### config.mk
export PLATFORM = sky130hd
export DESIGN_NAME = edf_tick_scheduler_unit_flat
export DESIGN_NICKNAME = d
export VERILOG_FILES = /design/src/hdl/edf_pkg.sv /design/src/hdl/edf_req_if.sv /design/src/hdl/edf_rsp_if.sv /design/src/hdl/edf_tick_scheduler_unit.sv /design/src/hdl/edf_pick.sv /design/src/hdl/edf_core.sv /design/src/flat_wrapper.sv
export SDC_FILE = /design/constraint.sdc
export NUM_CORES = 2
export LEC_CHECK = 0
export ABC_AREA = 1
export BUFFER_PORTS_ARGS = -buffer_cell sky130_fd_sc_hd__buf_2
export CAP_MARGIN = 15
export CORE_UTILIZATION = 58
export DETAILED_ROUTE_END_ITERATION = 8
export HOLD_SLACK_MARGIN = 0.06
export PLACE_DENSITY = 0.79
export RECOVER_POWER = 25
export SYNTH_ARGS = -nofsm -noshare
export SYNTH_HDL_FRONTEND = slang
export SYNTH_SLANG_ARGS = --single-unit
### constraint.sdc
create_clock -name clock -period 17.1 [get_ports clock]
set_clock_uncertainty 0.05 [all_clocks]
set_input_delay 0.855 -clock clock [delete_from_list [all_inputs] [get_ports clock]]
set_output_delay 0.855 -clock clock [all_outputs]
set_load 0.01 [all_outputs]
### src/hdl/edf_pkg.sv
// Shared constants and types of the EDF tick scheduler.
`default_nettype none
package edf_pkg;

   localparam int MAX_TASKS_DEF = 4;
   localparam int TASK_ID_W     = 3;
   localparam int LANE_W        = 16;
   localparam int CFG_W         = 64;
   localparam int TIME_W        = 32;
   localparam int DL_W          = 33;
   localparam int CNT_W         = 32;
   localparam int CSR_IDX_W     = 3;

   localparam logic [TASK_ID_W-1:0] IDLE_ID    = 3'd4;
   localparam logic [TASK_ID_W-1:0] TC_RESET   = 3'd1;

   localparam logic [CSR_IDX_W-1:0] CSR_TASK_COUNT = 3'd0;
   localparam logic [CSR_IDX_W-1:0] CSR_EXEC_TIMES = 3'd1;
   localparam logic [CSR_IDX_W-1:0] CSR_PERIODS    = 3'd2;
   localparam logic [CSR_IDX_W-1:0] CSR_DEADLINES  = 3'd3;

   typedef struct packed {
      logic [TASK_ID_W-1:0] task_count;
      logic [CFG_W-1:0]     exec_times;
      logic [CFG_W-1:0]     periods;
      logic [CFG_W-1:0]     deadlines;
   } cfg_type;

   typedef struct packed {
      logic [TASK_ID_W-1:0] served_task;
      logic                 job_done;
      logic [CNT_W-1:0]     context_switches;
      logic [CNT_W-1:0]     preemptions;
      logic [TIME_W-1:0]    tick_time;
   } rsp_type;

endpackage
`default_nettype wire

### src/hdl/edf_req_if.sv
// Request channel interface of the EDF tick scheduler.
`default_nettype none
interface edf_req_if;
   logic valid;
   logic ready;
   logic restart;

   modport source (output valid, output restart, input ready);
   modport sink (input valid, input restart, output ready);
endinterface
`default_nettype wire

### src/hdl/edf_rsp_if.sv
// Result channel interface of the EDF tick scheduler.
`default_nettype none
interface edf_rsp_if;
   logic                               valid;
   logic                               ready;
   logic [edf_pkg::TASK_ID_W-1:0]      served_task;
   logic                               job_done;
   logic [edf_pkg::CNT_W-1:0]          context_switches;
   logic [edf_pkg::CNT_W-1:0]          preemptions;
   logic [edf_pkg::TIME_W-1:0]         tick_time;

   modport source (output valid, output served_task, output job_done,
                   output context_switches, output preemptions, output tick_time,
                   input ready);
   modport sink (input valid, input served_task, input job_done,
                 input context_switches, input preemptions, input tick_time,
                 output ready);
endinterface
`default_nettype wire

### src/hdl/edf_tick_scheduler_unit.sv
// Top level of the EDF tick scheduler: registers, handshake and result register.
//
//  Channel   Direction  Transfer                    Payload
//  req_chan  in         valid && ready              restart
//  rsp_chan  out        valid && ready              served_task, job_done, counters, tick_time
//  csr_*     in         csr_we                      csr_index, csr_wdata
//
// A new request can be accepted every cycle unless a result waits and the sink holds ready low.
// The result appears in the result register in the cycle after its transfer in.
// The request side stalls only while a result waits and the sink holds ready low.
// The loop from the task state through the deadline pick and back sets the rate.
// Reset clears the task state and loads the register defaults; no clearing pass.
`default_nettype none
module edf_tick_scheduler_unit #(
   parameter int MAX_TASKS = edf_pkg::MAX_TASKS_DEF
) (
   input  wire logic                            clock,
   input  wire logic                            reset,
   edf_req_if.sink                              req_chan,
   edf_rsp_if.source                            rsp_chan,
   input  wire logic                            csr_we,
   input  wire logic [edf_pkg::CSR_IDX_W-1:0]   csr_index,
   input  wire logic [edf_pkg::CFG_W-1:0]       csr_wdata
);

   edf_pkg::cfg_type cfg_ff, cfg_in;
   edf_pkg::rsp_type rsp_ff, result;
   logic             rsp_valid_ff, rsp_valid_in;
   logic             req_fire;

   always_comb begin
      cfg_in = cfg_ff;
      if (csr_we) begin
         case (csr_index)
            edf_pkg::CSR_TASK_COUNT: cfg_in.task_count = csr_wdata[edf_pkg::TASK_ID_W-1:0];
            edf_pkg::CSR_EXEC_TIMES: cfg_in.exec_times = csr_wdata;
            edf_pkg::CSR_PERIODS:    cfg_in.periods    = csr_wdata;
            edf_pkg::CSR_DEADLINES:  cfg_in.deadlines  = csr_wdata;
            default: cfg_in = cfg_ff;
         endcase
      end
   end

   assign req_chan.ready = !rsp_valid_ff || rsp_chan.ready;
   assign req_fire       = req_chan.valid && req_chan.ready;
   assign rsp_valid_in   = req_fire || (rsp_valid_ff && !rsp_chan.ready);

   edf_core #(.MAX_TASKS(MAX_TASKS)) u_core (
      .clock   (clock),
      .reset   (reset),
      .step    (req_fire),
      .restart (req_chan.restart),
      .cfg     (cfg_ff),
      .result  (result)
   );

   always_ff @(posedge clock) begin
      if (reset) begin
         cfg_ff.task_count <= edf_pkg::TC_RESET;
         cfg_ff.exec_times <= '0;
         cfg_ff.periods    <= '0;
         cfg_ff.deadlines  <= '0;
         rsp_valid_ff      <= 1'b0;
      end else begin
         cfg_ff       <= cfg_in;
         rsp_valid_ff <= rsp_valid_in;
      end
   end

   always_ff @(posedge clock) begin
      if (req_fire) begin
         rsp_ff <= result;
      end
   end

   assign rsp_chan.valid            = rsp_valid_ff;
   assign rsp_chan.served_task      = rsp_ff.served_task;
   assign rsp_chan.job_done         = rsp_ff.job_done;
   assign rsp_chan.context_switches = rsp_ff.context_switches;
   assign rsp_chan.preemptions      = rsp_ff.preemptions;
   assign rsp_chan.tick_time        = rsp_ff.tick_time;

   a_fire_gives_result: assert property (@(posedge clock) disable iff (reset)
      req_fire |=> rsp_chan.valid)
      else $error("Accepted tick produced no result.");

   a_no_overwrite: assert property (@(posedge clock) disable iff (reset)
      rsp_chan.valid && !rsp_chan.ready |-> !req_chan.ready)
      else $error("Request accepted while a result is stalled.");

   a_restart_time: assert property (@(posedge clock) disable iff (reset)
      req_fire && req_chan.restart |=> rsp_chan.tick_time == '0)
      else $error("Restarted tick did not report time zero.");

   a_idle_not_done: assert property (@(posedge clock) disable iff (reset)
      req_fire && result.served_task == edf_pkg::IDLE_ID |=> !rsp_chan.job_done)
      else $error("Idle tick reported a finished job.");

endmodule
`default_nettype wire

### src/hdl/edf_pick.sv
// Earliest-deadline picker over the ready tasks, lowest index wins ties.
`default_nettype none
module edf_pick #(
   parameter int MAX_TASKS = edf_pkg::MAX_TASKS_DEF
) (
   input  wire logic [MAX_TASKS-1:0]          ready_mask,
   input  wire logic [edf_pkg::DL_W-1:0]      deadline [MAX_TASKS],
   output      logic [edf_pkg::TASK_ID_W-1:0] pick
);

   logic [edf_pkg::DL_W-1:0] best_dl;

   always_comb begin
      pick    = edf_pkg::IDLE_ID;
      best_dl = '0;
      for (int i = 0; i < MAX_TASKS; i++) begin
         if (ready_mask[i] && (pick == edf_pkg::IDLE_ID || deadline[i] < best_dl)) begin
            pick    = edf_pkg::TASK_ID_W'(i);
            best_dl = deadline[i];
         end
      end
   end

endmodule
`default_nettype wire

### src/hdl/edf_core.sv
// Task state and one-tick scheduling step of the EDF tick scheduler.
`default_nettype none
module edf_core #(
   parameter int MAX_TASKS = edf_pkg::MAX_TASKS_DEF
) (
   input  wire logic             clock,
   input  wire logic             reset,
   input  wire logic             step,
   input  wire logic             restart,
   input  wire edf_pkg::cfg_type cfg,
   output      edf_pkg::rsp_type result
);

   localparam int LW = edf_pkg::LANE_W;
   localparam int TW = edf_pkg::TIME_W;
   localparam int DW = edf_pkg::DL_W;
   localparam int IW = edf_pkg::TASK_ID_W;
   localparam int CW = edf_pkg::CNT_W;

   logic [TW-1:0] timer_ff, timer_in;
   logic [LW-1:0] rem_ff [MAX_TASKS];
   logic [LW-1:0] rem_in [MAX_TASKS];
   logic [TW-1:0] rel_ff [MAX_TASKS];
   logic [TW-1:0] rel_in [MAX_TASKS];
   logic [DW-1:0] dl_ff [MAX_TASKS];
   logic [DW-1:0] dl_in [MAX_TASKS];
   logic [MAX_TASKS-1:0] rdy_ff, rdy_in;
   logic [IW-1:0] chosen_ff, chosen_in;
   logic [IW-1:0] last_ff, last_in;
   logic [LW-1:0] left_ff, left_in;
   logic [CW-1:0] sw_ff, sw_in;
   logic [CW-1:0] pre_ff, pre_in;

   logic [TW-1:0] e_timer;
   logic [LW-1:0] e_rem [MAX_TASKS];
   logic [TW-1:0] e_rel [MAX_TASKS];
   logic [DW-1:0] e_dl [MAX_TASKS];
   logic [MAX_TASKS-1:0] e_rdy;
   logic [IW-1:0] e_chosen, e_last;
   logic [LW-1:0] e_left;
   logic [CW-1:0] e_sw, e_pre;

   logic [IW-1:0] n_eff;
   logic [MAX_TASKS-1:0] inuse, rel_hit, rdy1, hit, mask1, mask2;
   logic [IW-1:0] pick1, pick2, chosen1;
   logic released, any_ready, idle, work, done;
   logic [LW-1:0] sel_rem, rem_dec;
   logic sw_inc, pre_inc;
   logic [LW-1:0] lane_exec [MAX_TASKS];
   logic [LW-1:0] lane_per [MAX_TASKS];
   logic [LW-1:0] lane_dl [MAX_TASKS];
   logic [TW-1:0] rel_next [MAX_TASKS];

   always_comb begin
      if (cfg.task_count == '0) begin
         n_eff = IW'(1);
      end else if (cfg.task_count > IW'(MAX_TASKS)) begin
         n_eff = IW'(MAX_TASKS);
      end else begin
         n_eff = cfg.task_count;
      end
   end

   for (genvar i = 0; i < MAX_TASKS; i++) begin : g_task
      assign lane_exec[i] = cfg.exec_times[LW*i +: LW];
      assign lane_per[i]  = cfg.periods[LW*i +: LW];
      assign lane_dl[i]   = cfg.deadlines[LW*i +: LW];

      assign e_rem[i] = restart ? lane_exec[i] : rem_ff[i];
      assign e_rel[i] = restart ? '0 : rel_ff[i];
      assign e_dl[i]  = restart ? DW'(lane_dl[i]) : dl_ff[i];
      assign e_rdy[i] = restart ? 1'b0 : rdy_ff[i];

      assign inuse[i]   = IW'(i) < n_eff;
      assign rel_hit[i] = inuse[i] && (e_rel[i] == e_timer);
      assign rdy1[i]    = e_rdy[i] | rel_hit[i];
      assign hit[i]     = !idle && (chosen1 == IW'(i));
      assign rel_next[i] = e_rel[i] + TW'(lane_per[i]);

      always_comb begin
         rem_in[i] = rem_ff[i];
         rel_in[i] = rel_ff[i];
         dl_in[i]  = dl_ff[i];
         rdy_in[i] = rdy_ff[i];
         if (step) begin
            rem_in[i] = e_rem[i];
            rel_in[i] = e_rel[i];
            dl_in[i]  = e_dl[i];
            rdy_in[i] = rdy1[i];
            if (hit[i] && done) begin
               rem_in[i] = lane_exec[i];
               rel_in[i] = rel_next[i];
               dl_in[i]  = DW'(rel_next[i]) + DW'(lane_dl[i]);
               rdy_in[i] = 1'b0;
            end else if (hit[i]) begin
               rem_in[i] = rem_dec;
            end
         end
      end
   end

   assign e_timer  = restart ? '0 : timer_ff;
   assign e_chosen = restart ? edf_pkg::IDLE_ID : chosen_ff;
   assign e_last   = restart ? edf_pkg::IDLE_ID : last_ff;
   assign e_left   = restart ? '0 : left_ff;
   assign e_sw     = restart ? '0 : sw_ff;
   assign e_pre    = restart ? '0 : pre_ff;

   assign mask1     = rdy1 & inuse;
   assign mask2     = mask1 & ~hit;
   assign released  = |rel_hit;
   assign any_ready = |mask1;

   edf_pick #(.MAX_TASKS(MAX_TASKS)) u_pick_tick (
      .ready_mask (mask1),
      .deadline   (e_dl),
      .pick       (pick1)
   );

   edf_pick #(.MAX_TASKS(MAX_TASKS)) u_pick_done (
      .ready_mask (mask2),
      .deadline   (e_dl),
      .pick       (pick2)
   );

   assign chosen1 = (released || !any_ready) ? pick1 : e_chosen;
   assign idle    = chosen1 >= n_eff;

   always_comb begin
      sel_rem = '0;
      for (int i = 0; i < MAX_TASKS; i++) begin
         if (hit[i]) begin
            sel_rem = e_rem[i];
         end
      end
   end

   assign work    = !idle && (sel_rem != '0);
   assign rem_dec = work ? sel_rem - LW'(1) : sel_rem;
   assign done    = !idle && (rem_dec == '0);
   assign sw_inc  = idle || (work && (chosen1 != e_last));
   assign pre_inc = work && (chosen1 != e_last) && (e_last != edf_pkg::IDLE_ID)
                    && (e_left != '0);

   always_comb begin
      timer_in  = timer_ff;
      chosen_in = chosen_ff;
      last_in   = last_ff;
      left_in   = left_ff;
      sw_in     = sw_ff;
      pre_in    = pre_ff;
      if (step) begin
         timer_in  = e_timer + TW'(1);
         chosen_in = done ? pick2 : chosen1;
         last_in   = work ? chosen1 : e_last;
         left_in   = work ? rem_dec : e_left;
         sw_in     = (sw_inc && e_sw != '1) ? e_sw + CW'(1) : e_sw;
         pre_in    = (pre_inc && e_pre != '1) ? e_pre + CW'(1) : e_pre;
      end
   end

   always_ff @(posedge clock) begin
      if (reset) begin
         timer_ff  <= '0;
         rdy_ff    <= '0;
         chosen_ff <= edf_pkg::IDLE_ID;
         last_ff   <= edf_pkg::IDLE_ID;
         left_ff   <= '0;
         sw_ff     <= '0;
         pre_ff    <= '0;
         for (int i = 0; i < MAX_TASKS; i++) begin
            rem_ff[i] <= '0;
            rel_ff[i] <= '0;
            dl_ff[i]  <= '0;
         end
      end else begin
         timer_ff  <= timer_in;
         rdy_ff    <= rdy_in;
         chosen_ff <= chosen_in;
         last_ff   <= last_in;
         left_ff   <= left_in;
         sw_ff     <= sw_in;
         pre_ff    <= pre_in;
         for (int i = 0; i < MAX_TASKS; i++) begin
            rem_ff[i] <= rem_in[i];
            rel_ff[i] <= rel_in[i];
            dl_ff[i]  <= dl_in[i];
         end
      end
   end

   assign result.served_task      = idle ? edf_pkg::IDLE_ID : chosen1;
   assign result.job_done         = done;
   assign result.context_switches = sw_in;
   assign result.preemptions      = pre_in;
   assign result.tick_time        = e_timer;

endmodule
`default_nettype wire
### src/flat_wrapper.sv
// flat-port wrapper written by rule: the top's interface ports become plain ports
module edf_tick_scheduler_unit_flat 
#(
   parameter int MAX_TASKS = edf_pkg::MAX_TASKS_DEF
)
  (clock, reset, csr_we, csr_index, csr_wdata, req_chan_valid, req_chan_restart, req_chan_ready, rsp_chan_valid, rsp_chan_served_task, rsp_chan_job_done, rsp_chan_context_switches, rsp_chan_preemptions, rsp_chan_tick_time, rsp_chan_ready);
  edf_req_if req_chan_i ();
  edf_rsp_if rsp_chan_i ();
  input  wire logic clock;
  input  wire logic reset;
  input  wire logic csr_we;
  input  wire logic [edf_pkg::CSR_IDX_W-1:0] csr_index;
  input  wire logic [edf_pkg::CFG_W-1:0] csr_wdata;
  input wire logic [$bits(req_chan_i.valid)-1:0] req_chan_valid;
  input wire logic [$bits(req_chan_i.restart)-1:0] req_chan_restart;
  output wire logic [$bits(req_chan_i.ready)-1:0] req_chan_ready;
  output wire logic [$bits(rsp_chan_i.valid)-1:0] rsp_chan_valid;
  output wire logic [$bits(rsp_chan_i.served_task)-1:0] rsp_chan_served_task;
  output wire logic [$bits(rsp_chan_i.job_done)-1:0] rsp_chan_job_done;
  output wire logic [$bits(rsp_chan_i.context_switches)-1:0] rsp_chan_context_switches;
  output wire logic [$bits(rsp_chan_i.preemptions)-1:0] rsp_chan_preemptions;
  output wire logic [$bits(rsp_chan_i.tick_time)-1:0] rsp_chan_tick_time;
  input wire logic [$bits(rsp_chan_i.ready)-1:0] rsp_chan_ready;
  assign req_chan_i.valid = req_chan_valid;
  assign req_chan_i.restart = req_chan_restart;
  assign req_chan_ready = req_chan_i.ready;
  assign rsp_chan_valid = rsp_chan_i.valid;
  assign rsp_chan_served_task = rsp_chan_i.served_task;
  assign rsp_chan_job_done = rsp_chan_i.job_done;
  assign rsp_chan_context_switches = rsp_chan_i.context_switches;
  assign rsp_chan_preemptions = rsp_chan_i.preemptions;
  assign rsp_chan_tick_time = rsp_chan_i.tick_time;
  assign rsp_chan_i.ready = rsp_chan_ready;
  edf_tick_scheduler_unit #(.MAX_TASKS(MAX_TASKS)) u_core (.clock(clock), .reset(reset), .req_chan(req_chan_i), .rsp_chan(rsp_chan_i), .csr_we(csr_we), .csr_index(csr_index), .csr_wdata(csr_wdata));
endmodule
==> flow_metrics.tcl <==
set metrics [dict create \
    crit_family "simple AND/OR/NAND/NOR gates" \
    place.gp.congestion 1.073 \
    hpwl_um 156100 \
    drc 0 \
    maxCapViolations 6 \
    fin_util_pct 63.46 \
    via_count 58090 \
    tightest_slew_ns 4.796 \
    totalWireLength_um 217500 \
    grt_usage_pct 45.15 \
    post_dp_cell_area_mm2 0.05454 \
    cp.required_ns 17.66 \
    status "complete, but fails checks" \
    drt-wirelength-per-cell_um 23.23 \
    violations "max-capacitance violations, max-slew violations" \
    synth_top_cell_area_share_pct 24.13 \
    synthArstFlopShare_pct 0 \
    die_h_um 305.0 \
    drt_iter0_drc 8453 \
    io_pins 175 \
    cp_max_fo 67 \
    synth_area_per_cell_um2 6.484 \
    period_share_pct 92.19 \
    hold_violations 0 \
    hold_path_class "input pin to register" \
    reg2reg_to "u_core.u_core.chosen_ff[0]" \
    clk_pin_slew_ns 0.07 \
    clk_latency_ns 0.70 \
    peakVddDrop_v 0.0003236 \
    cts_root_buffer "clkbuf_16" \
    endpoint_kind "register" \
    timing.critical_path.slowest_cell_delay_ns 0.63 \
    die_w_um 305.0 \
    syn_nets 8624 \
    fmax_mhz 63.44 \
    synth_cells 8215 \
    htree_levels 3 \
    fin_area_mm2 0.05739 \
    ant_nets 0 \
    synth-seq-cells 742 \
    dieArea_mm2 0.09305 \
    synthTopCellsByCount "nand2_1 (1976), inv_1 (999), a21oi_1 (759)" \
    numPortBuffers 174 \
    critical_path_class "register to register" \
    yosysMostFrequentCell "nand2_1" \
    reg2reg_from "u_core.u_core.timer_ff[26]" \
    p_leak_nw 25.56 \
    crit_top_cell "nand2_1" \
    area_growth_syn_to_layout_pct 7.740 \
    initial_core_util_pct 58.90 \
    grt_pass1_vias 52050 \
    cts_tree "done" \
    first_pass_iters 7 \
    grt_max_degree 196 \
    slowest_stage "o21ai_0" \
    synth_edf_count 100 \
    drive_gt1_share_pct 4.790 \
    viasPerCell 6.203 \
    hold_depth 3 \
    synth_area_leaders "dfxtp_1 (24%), nand2_1 (14%), ha_1 (7.7%), a21oi_1 (7.1%), inv_1 (7.0%)" \
    antenna_found_initial 8 \
    cts_buffers 86 \
    cts.sinks 742 \
    grt_first_pass_wirelength_um 321600 \
    cp-start-kind "register" \
    fin_setup_tns_ns 0 \
    synthFlopType "dfxtp_1" \
    finalSetupViolCount 0 \
    maxSlewHeadroom_pct -221.5 \
    num-nets-final 8521 \
    yosysSeqAreaShare_pct 29.77 \
    rrSetupSlack_ns 1.34 \
    worstPathArrival_ns 16.32 \
    critPathBufInv 11 \
    row_count 110 \
    holdPathEnd "u_core.rsp_chan.valid" \
    period_needed_ns 15.76 \
    power_w 0.006600 \
    rr_worst_depth 110 \
    core-area_mm2 0.09042 \
    synth_area_mm2 0.05326 \
    power_density_mw_per_mm2 115.0 \
    cp-startpoint "u_core.u_core.timer_ff[26]" \
    grt.overflow.total 0 \
    hp-start "req_chan_valid" \
    synth_warnings 0 \
    ys_types 64 \
    synth_largest_area_cell "dfxtp_1" \
    clockBufferDepth 3 \
    drv_slew 495 \
]
## layout by cell type, fill, tap and decap left out, types with 22 or more instances in the layout
cell type	netlist	routed
o22ai_1	30	30
ha_1	328	328
nor3_1	95	93
edfxtp_1	100	100
inv_1	999	993
inv_2	22	22
nand2_1	1976	1976
buf_2	77	70
nand3_1	571	569
a21oi_1	759	759
nor4_1	37	34
xnor2_1	68	68
a31oi_1	22	22
nand4_1	413	413
dfxtp_1	642	639
clkbuf_1	302	145
clkbuf_16	0	91
buf_4	11	72
nor2_1	603	600
xor2_1	203	203
o21ai_0	651	650
## tightest hold or removal path, delay by kind of cell
family                 cells  cell delay [ns]
AO/OA/AOI/OAI              1             0.05
buffers and inverters      2             0.16
## layout make-up
type / instances / area (um^2)
timing repair buffer: 281 / 1610
clock buffer: 123 / 2527
inverter: 1028 / 3875
multi-input combinational: 5973 / 31600
sequential: 742 / 15860
clock inverter: 37 / 432.9
fill: 8589 / 33040
tap: 1176 / 1471
antenna: 5 / 12.51
## power breakdown
part | internal, W | switching, W
clock network | 0.00115 | 0.000819
registers | 0.00185 | 0.0000435
logic | 0.000550 | 0.00218
## repair_timing
item	CTS	global route
hold buffers	0	0
endpoints found under the setup margin	0	2
buffers inserted	0	5
gates resized for setup	0	19
## flip-flops by register name (all words and copies together) (netlist names)
register	flops
u_core.cfg_ff	195
u_core.rsp_chan.context_switches	32
u_core.rsp_chan.job_done	1
u_core.rsp_chan.preemptions	32
u_core.rsp_chan.served_task	3
u_core.rsp_chan.tick_time	32
u_core.rsp_chan.valid	1
u_core.u_core.chosen_ff	3
u_core.u_core.dl_ff	132
u_core.u_core.last_ff	3
u_core.u_core.left_ff	16
u_core.u_core.pre_ff	32
u_core.u_core.rdy_ff	4
u_core.u_core.rel_ff	128
u_core.u_core.rem_ff	64
u_core.u_core.sw_ff	32
u_core.u_core.timer_ff	32
## worst max-delay path by stage
stage,endpoint,slack (ns),depth (start not counted)
finish,u_core.u_core.chosen_ff[0],1.34,110
CTS,u_core.u_core.chosen_ff[1],1.01,110
floorplan,u_core.u_core.chosen_ff[0],0.07,120
detailed placement,u_core.u_core.chosen_ff[1],0.42,107
global route,u_core.u_core.chosen_ff[0],-0.01,113
global placement,u_core.u_core.chosen_ff[1],0.65,113
## per-stage QoR
stage                     std cells  setup slack, ns  hold WS [ns]
after detailed placement       9195           0.4151        0.4024
final                          9365            1.336        0.3727
after floorplan                8215          0.07334        0.3916
after global placement         9195           0.6497        0.3979
after CTS                      9355            1.010        0.3810
after global routing           9360         -0.01083        0.3769
## layer usage
layer / routed length (um) / track usage, % / up-vias
met5: 10 / 0 / -
met4: 15790 / 28.35 / 2
met3: 25550 / 10.05 / 655
met2: 91200 / 67.24 / 3512
met1: 84990 / 59.06 / 26910
li1: - / - / 27010
## logic make-up after synthesis
logic type	after synthesis	share of synthesized area [%]
AO/OA/AOI/OAI	1586	15.71
buffers and inverters	1500	11.12
AND/OR/NAND/NOR	3780	30.94
XOR/XNOR	271	4.456
adder cells (fa/ha/maj)	336	8.006
flip-flops	742	29.77
Power figures use the tool's default switching activity.
